### src/design/stim_pkg.sv
`timescale 1ns / 1ps
package stim_pkg;

    localparam int TABLE_DEPTH = 32;
    localparam int IDX_W       = $clog2(TABLE_DEPTH);
    localparam int CNT_W       = $clog2(TABLE_DEPTH + 1);
    localparam int POS_W       = 5;
    localparam int TOTAL_W     = 6;
    localparam int NAME_BYTES  = 20;
    localparam int DATE_W      = 25;
    localparam int QTY_W       = 31;
    localparam int KEY_W       = NAME_BYTES * 8 + 32 + DATE_W;
    localparam logic [QTY_W-1:0] QTY_MAX = {QTY_W{1'b1}};

    typedef struct packed {
        logic [63:0]       name_upper;
        logic [63:0]       name_middle;
        logic [31:0]       name_tail;
        logic [31:0]       price;
        logic [QTY_W-1:0]  quantity;
        logic [DATE_W-1:0] date;
    } rec_t;

    typedef enum logic [1:0] {
        ST_INSERTED = 2'd0,
        ST_MERGED   = 2'd1,
        ST_FULL     = 2'd2,
        ST_READ     = 2'd3
    } status_t;

    typedef enum logic [2:0] {
        S_IDLE,
        S_SEARCH,
        S_CMP,
        S_SHIFT_RD,
        S_SHIFT_WR,
        S_READ,
        S_READ_WAIT,
        S_OUT
    } state_t;

    typedef enum logic [1:0] {
        RD_MID,
        RD_PREV,
        RD_INDEX
    } rd_sel_t;

    typedef enum logic [2:0] {
        OUT_NONE,
        OUT_MERGE,
        OUT_INSERT,
        OUT_FULL,
        OUT_RDATA,
        OUT_ZERO
    } out_sel_t;

    typedef struct packed {
        logic     load;
        logic     rd_en;
        rd_sel_t  rd_sel;
        logic     step;
        logic     init_j;
        logic     shift_wr;
        out_sel_t out_sel;
    } cmd_t;

    typedef struct packed {
        logic kind;
        logic lo_lt_hi;
        logic key_eq;
        logic full;
        logic j_gt_lo;
        logic ridx_ok;
    } stat_t;

    function automatic logic [KEY_W-1:0] rec_key(rec_t r);
        return {r.name_upper, r.name_middle, r.name_tail, r.price, r.date};
    endfunction

endpackage

### src/design/stim_ctrl.sv
`timescale 1ns / 1ps
module stim_ctrl
    import stim_pkg::*;
(
    input  logic  clk,
    input  logic  rst_n,
    input  logic  in_valid,
    output logic  in_ready,
    output logic  out_valid,
    input  logic  out_ready,
    input  stat_t stat,
    output cmd_t  cmd
);

    state_t state_reg;
    state_t state_next;

    always_ff @(posedge clk or negedge rst_n)
    begin
        if (!rst_n)
        begin
            state_reg <= S_IDLE;
        end
        else
        begin
            state_reg <= state_next;
        end
    end

    always_comb
    begin
        state_next = state_reg;
        case (state_reg)
            S_IDLE:
            begin
                if (in_valid)
                begin
                    state_next = S_SEARCH;
                end
            end
            S_SEARCH:
            begin
                if (stat.kind)
                begin
                    state_next = S_READ;
                end
                else if (stat.lo_lt_hi)
                begin
                    state_next = S_CMP;
                end
                else if (stat.full)
                begin
                    state_next = S_OUT;
                end
                else
                begin
                    state_next = S_SHIFT_RD;
                end
            end
            S_CMP:
            begin
                state_next = stat.key_eq ? S_OUT : S_SEARCH;
            end
            S_SHIFT_RD:
            begin
                state_next = stat.j_gt_lo ? S_SHIFT_WR : S_OUT;
            end
            S_SHIFT_WR:
            begin
                state_next = S_SHIFT_RD;
            end
            S_READ:
            begin
                state_next = stat.ridx_ok ? S_READ_WAIT : S_OUT;
            end
            S_READ_WAIT:
            begin
                state_next = S_OUT;
            end
            S_OUT:
            begin
                if (out_ready)
                begin
                    state_next = S_IDLE;
                end
            end
            default:
            begin
                state_next = S_IDLE;
            end
        endcase
    end

    always_comb
    begin
        cmd       = '0;
        cmd.rd_sel  = RD_MID;
        cmd.out_sel = OUT_NONE;
        in_ready  = 1'b0;
        out_valid = 1'b0;
        case (state_reg)
            S_IDLE:
            begin
                in_ready = 1'b1;
                cmd.load = in_valid;
            end
            S_SEARCH:
            begin
                if (!stat.kind)
                begin
                    if (stat.lo_lt_hi)
                    begin
                        cmd.rd_en  = 1'b1;
                        cmd.rd_sel = RD_MID;
                    end
                    else if (stat.full)
                    begin
                        cmd.out_sel = OUT_FULL;
                    end
                    else
                    begin
                        cmd.init_j = 1'b1;
                    end
                end
            end
            S_CMP:
            begin
                if (stat.key_eq)
                begin
                    cmd.out_sel = OUT_MERGE;
                end
                else
                begin
                    cmd.step = 1'b1;
                end
            end
            S_SHIFT_RD:
            begin
                if (stat.j_gt_lo)
                begin
                    cmd.rd_en  = 1'b1;
                    cmd.rd_sel = RD_PREV;
                end
                else
                begin
                    cmd.out_sel = OUT_INSERT;
                end
            end
            S_SHIFT_WR:
            begin
                cmd.shift_wr = 1'b1;
            end
            S_READ:
            begin
                if (stat.ridx_ok)
                begin
                    cmd.rd_en  = 1'b1;
                    cmd.rd_sel = RD_INDEX;
                end
                else
                begin
                    cmd.out_sel = OUT_ZERO;
                end
            end
            S_READ_WAIT:
            begin
                cmd.out_sel = OUT_RDATA;
            end
            S_OUT:
            begin
                out_valid = 1'b1;
            end
            default:
            begin
                cmd = '0;
            end
        endcase
    end

endmodule

### config.mk
export PLATFORM = sky130hd
export DESIGN_NAME = stim_ctrl
export DESIGN_NICKNAME = d
export VERILOG_FILES = /design/src/design/stim_pkg.sv /design/src/design/stim_ctrl.sv
export SDC_FILE = /design/constraint.sdc
export NUM_CORES = 1
export LEC_CHECK = 0
export ABC_AREA = 0
export BUFFER_PORTS_ARGS = -buffer_cell sky130_fd_sc_hd__buf_2
export CAP_MARGIN = 15
export CORE_AREA = 3 3 40 42
export DETAILED_ROUTE_END_ITERATION = 7
export DIE_AREA = 0 0 43 45
export SETUP_SLACK_MARGIN = 0.4
export SYNTH_ARGS = -nofsm -noshare
export SYNTH_HDL_FRONTEND = slang
export SYNTH_SLANG_ARGS = --single-unit
### constraint.sdc
create_clock -name clk -period 1.89 [get_ports clk]
set_input_delay 0.0945 -clock clk [delete_from_list [all_inputs] [get_ports clk]]
set_output_delay 0.0945 -clock clk [all_outputs]
set_load 0.005 [all_outputs]
* Yosys cells after proc, flatten, opt, wreduce, memory -nomap -nowiden
Index checks and enable logic that the tools add are counted.
Word-level totals: register bits 3, bits in latches 0, RAM bits 0, bits in read-only memories 0, input bits 10, output and inout bits 12, word-level logic and storage cells 43, memories 0
Cells by class: add/subtract/negate cells 0, multipliers 0, divide/modulo/power cells 0, $lt $le $gt $ge 0, equal/unequal tests 9, shift-type cells 0, mux-type cells 31, bitwise operators 0, reduce and logical (&&, ||, !) cells 2
Operators with widths (count):
- $mux 3 | 11
- $pmux 3 s8 | 1
- $pmux 3 s5 | 1
- $eq 3x3->1 const B | 4
- $mux 1 | 12
- $mux 2 | 5
- $pmux 3 s3 | 1
- $eq 3x2->1 const B | 2
- $ne 2x2->1 const B | 2
- $eq 3x1->1 const B | 1
- $logic_not 3->1 | 1
- $reduce_and 2->1 | 1

* Logic depth before layout (Yosys ltp)
depth in word-level cells 4, depth in mapped cells 4, depth with buffers taken out 3

* Worst setup path before layout
Ideal clock, no wire load.
path kind register -> register, start reg state_reg[2], end reg state_reg[0], arrival time 0.964 ns, data required time 1.751 ns, path slack 0.787 ns, stages on the path, launching flop included 5, cell sequence dfrtp_1 > buf_2 > buf_6 > nor4_1 > a41oi_2
Between the ends: word-level cells in the longest chain between the ends 3, elaborated cells between the ends (all ways) 12, those cells by class eq/ne: 9; mux: 1; reduce/logical: 2
Ends and longest elaborated chain:
- start, declared | RTL line stim_ctrl.sv:15 | state_t state_reg;
- start signal, assigned | RTL line stim_ctrl.sv:26 | state_reg <= state_next;
- $eq 3x3->1 / $logic_not 3->1 (equally long branches) | RTL line stim_ctrl.sv:33 | case (state_reg)
- $ne 2x2->1 (no line)
- $reduce_and 2->1 (no line)
Parallel ways exist; a longest one is shown, timed or not. A chain may end at the register's enable or synchronous reset.

==> results.sh <==
export IMPL_status="complete, no violations"
export IMPL_power_switching_w=0.0003579
export IMPL_setup_slack_ns=0.4825
export IMPL_hp_class="in -> reg"
export IMPL_max_cap_viol_count=0
export IMPL_rows=13
export IMPL_cp_arrival_ns=1.31
export IMPL_netlist_instances=49
export IMPL_synth_top_area_cell="dfrtp_1"
export IMPL_fin_tns_setup_ns=0
export IMPL_ioPinCount=22
export IMPL_vias_per_cell=5.274
export IMPL_grt_max_degree=21
export IMPL_start_kind="flip-flop"
export IMPL_yosysUniqueCellTypes=31
export IMPL_p_int_w=0.0004932
export IMPL_drt_pre_antenna_iters=4
export IMPL_die_w_um=43
export IMPL_synth_seq_area_share=0.1942
export IMPL_antenna_diode_count=0
export IMPL_antenna_found_initial=0
export IMPL_ff2ff_path_depth=3
export IMPL_clock_power_share=0.136
export IMPL_place_gp_congestion=0.7154
export IMPL_cts_root_buf="clkbuf_4"
export IMPL_dieArea_mm2=0.001935
export IMPL_wl_met2_um=605
export IMPL_dp_cells=81
export IMPL_fin_crit_sh=0.7447
export IMPL_die_h_um=45
export IMPL_hp_start="out_ready"
export IMPL_met3_length_um=80
export IMPL_p_sw_frac=0.4205
export IMPL_hold_viol=0
export IMPL_share_comb_of_total_power=0.649
export IMPL_drc=0
export IMPL_holdPathStages=2
export IMPL_cts_clk_slew_worst_paths_ns=0.04
export IMPL_cts_num_sinks=3
export IMPL_cts_made_buffers=3
export IMPL_start_util=0.3009
export IMPL_cts_tree="done"
export IMPL_p_seq_frac=0.215
export IMPL_powerDensity_mw_per_mm2=1438
export IMPL_dr_total_vias=501
export IMPL_cpPeakStageDelay_ns=0.45
export IMPL_max_freq_ghz=0.7105
export IMPL_synth_top_area_frac=0.1942
export IMPL_grtUsageTotal=0.1075
export IMPL_ant_nets=0
export IMPL_clock_skew_ns=0.005011
export IMPL_setup_viol=0
export IMPL_insertion_delay_ns=0.24
export IMPL_regToRegStartpoint="state_reg[2]"
export IMPL_highest_layer="met3"
export IMPL_dp_slack_ns=0.5448
export IMPL_worst_slew_pin_slew_ns=0.3383
export IMPL_clockBufferDepth=2
export IMPL_ys_warn_count=0
export IMPL_syn_area_per_cell_um2=7.890
export IMPL_area_growth_pct=53.07
export IMPL_rsz0062_at_grt="false"
export IMPL_r2r_end="state_reg[2]"
export IMPL_cp_common_cell="nand2_1"
export IMPL_min_period_ns=1.407
export IMPL_grt_pass1_vias=408
export IMPL_post_dp_cell_area_um2=481.7
export IMPL_worstHoldEndpoint="state_reg[2]"
export IMPL_final_cell_area_um2=591.8
export IMPL_cts_htree_levels=1
export IMPL_crit_type="reg -> out"
export IMPL_grt_pass1_wl_mm=1.649
export IMPL_io_buffers=21
export IMPL_synth_net_count=59
export IMPL_post_route_util=0.4606
export IMPL_wire_per_inst_um=13.05
export IMPL_netlist_area_um2=386.6
export IMPL_largest_reg_flops=3
export IMPL_cp_end_kind="output port"
export IMPL_wl_met1_um=554
export IMPL_synth_area_leaders="dfrtp_1 19%, nand2_1 4.9%, nand2b_1 4.9%"
export IMPL_cp_cell_sequence="nand2_1 -> or3_4 -> nand2_1 -> buf_2"
export IMPL_relSlewSlack=0.7724
export IMPL_grt_overflow=0
export IMPL_worst_ep_required_time_ns=1.80
export IMPL_fin_cells=95
export IMPL_nNetsFinal=91
export IMPL_coreArea_mm2=0.001285
export IMPL_reg2reg_slack_ns=0.63
export IMPL_vdd_drop_max_mv=0.4015
export IMPL_cpMaxStageDelayCell="dfrtp_2"
export IMPL_crit_path_max_fanout=8
export IMPL_wl_mm=1.240
export IMPL_leakagePower_nw=0.3010
export IMPL_ys_ff_latch=3
export IMPL_drive_above_1_share=0.5375
export IMPL_drtIter0Drc=6
export IMPL_maxSlewViolCount=0
## how the worst max path moves through the flow
stage,from,end,slack (ns),depth (start not counted)
floorplan,state_reg[2],state_reg[0],0.79,4
global placement,state_reg[1],cmd[1],0.57,4
detailed placement,state_reg[1],cmd[1],0.54,4
CTS,state_reg[1],cmd[1],0.43,4
global route,state_reg[1],cmd[8],0.40,4
finish,state_reg[1],cmd[1],0.48,4
## through the flow
step,hold slack (ns),total power [W]
after floorplan,-0.2011,0.0004934
after global placement,-0.1084,0.0005749
after detailed placement,-0.1086,0.0005773
after CTS,0.07339,0.0007040
after global routing,0.07680,0.0009119
final,0.07489,0.0008511
## kinds of logic (layout without fill, tap and decap cells)
logic type             after synthesis  count (layout)  share of synthesized area
AO/OA/AOI/OAI                       11              11                     0.2363
multiplexers                         1               1                    0.02589
AND/OR/NAND/NOR                     27              27                     0.4401
buffers and inverters                7              38                     0.1036
flip-flops                           3               3                     0.1942
## synthesized netlist by cell type (all sizes together)
master	count
nand2	5
buf	4
nor3	4
dfrtp	3
inv	3
nand2b	3
nor2b	3
o21ai	3
and2	2
and3	2
nor2	2
nor3b	2
a21oi	1
a221oi	1
a22oi	1
a2bb2oi	1
a41oi	1
mux2i	1
nand3	1
nand4	1
nor4	1
o21bai	1
o221ai	1
o31ai	1
or3	1
## worst max-delay path, delay by kind of cell (launching register included)
| kind | cells | cell delay [ns] |
|---|---|---|
| flip-flops | 1 | 0.45 |
| buffers and inverters | 1 | 0.10 |
| AND/OR/NAND/NOR | 3 | 0.53 |
## power groups by stage
stage / clock network (W) / registers [W] / logic [W]
floorplan: 0 / 0.000112 / 0.000382
global placement: 0 / 0.000213 / 0.000362
detailed placement: 0 / 0.000216 / 0.000361
CTS: 0.000120 / 0.000220 / 0.000364
global route: 0.000128 / 0.000190 / 0.000594
finish: 0.000115 / 0.000183 / 0.000552
## layout by cell type (no fill, tap or decap), types with 2 or more instances in the layout
cell / instances
nor3b_1: 2
dfrtp_2: 3
buf_4: 8
and2_1: 2
nand2b_1: 3
buf_2: 21
clkbuf_4: 4
o21ai_0: 2
nor2b_1: 2
nand2_1: 5
inv_1: 3
nor3_1: 3
## cell type report
type	instances	area [um2]
clock buffer	4	26.28
fill	133	693.2
inverter	3	11.26
multi-input combinational	39	274.0
sequential	3	78.83
tap	15	18.77
timing repair buffer	31	182.7
## layer usage
layer / up-vias / global-route usage
met5: - / 0
met4: 0 / 0.01807
met3: 0 / 0.03187
met2: 16 / 0.1916
met1: 248 / 0.1304
li1: 237 / -
## timing repair
item	in CTS	in global routing
hold buffers	1	0
gates resized for setup	3	1
endpoints found under the setup margin	4	4
endpoints found under the hold margin	3	0
buffers inserted	0	9
(Power assumes the default switching activity.)
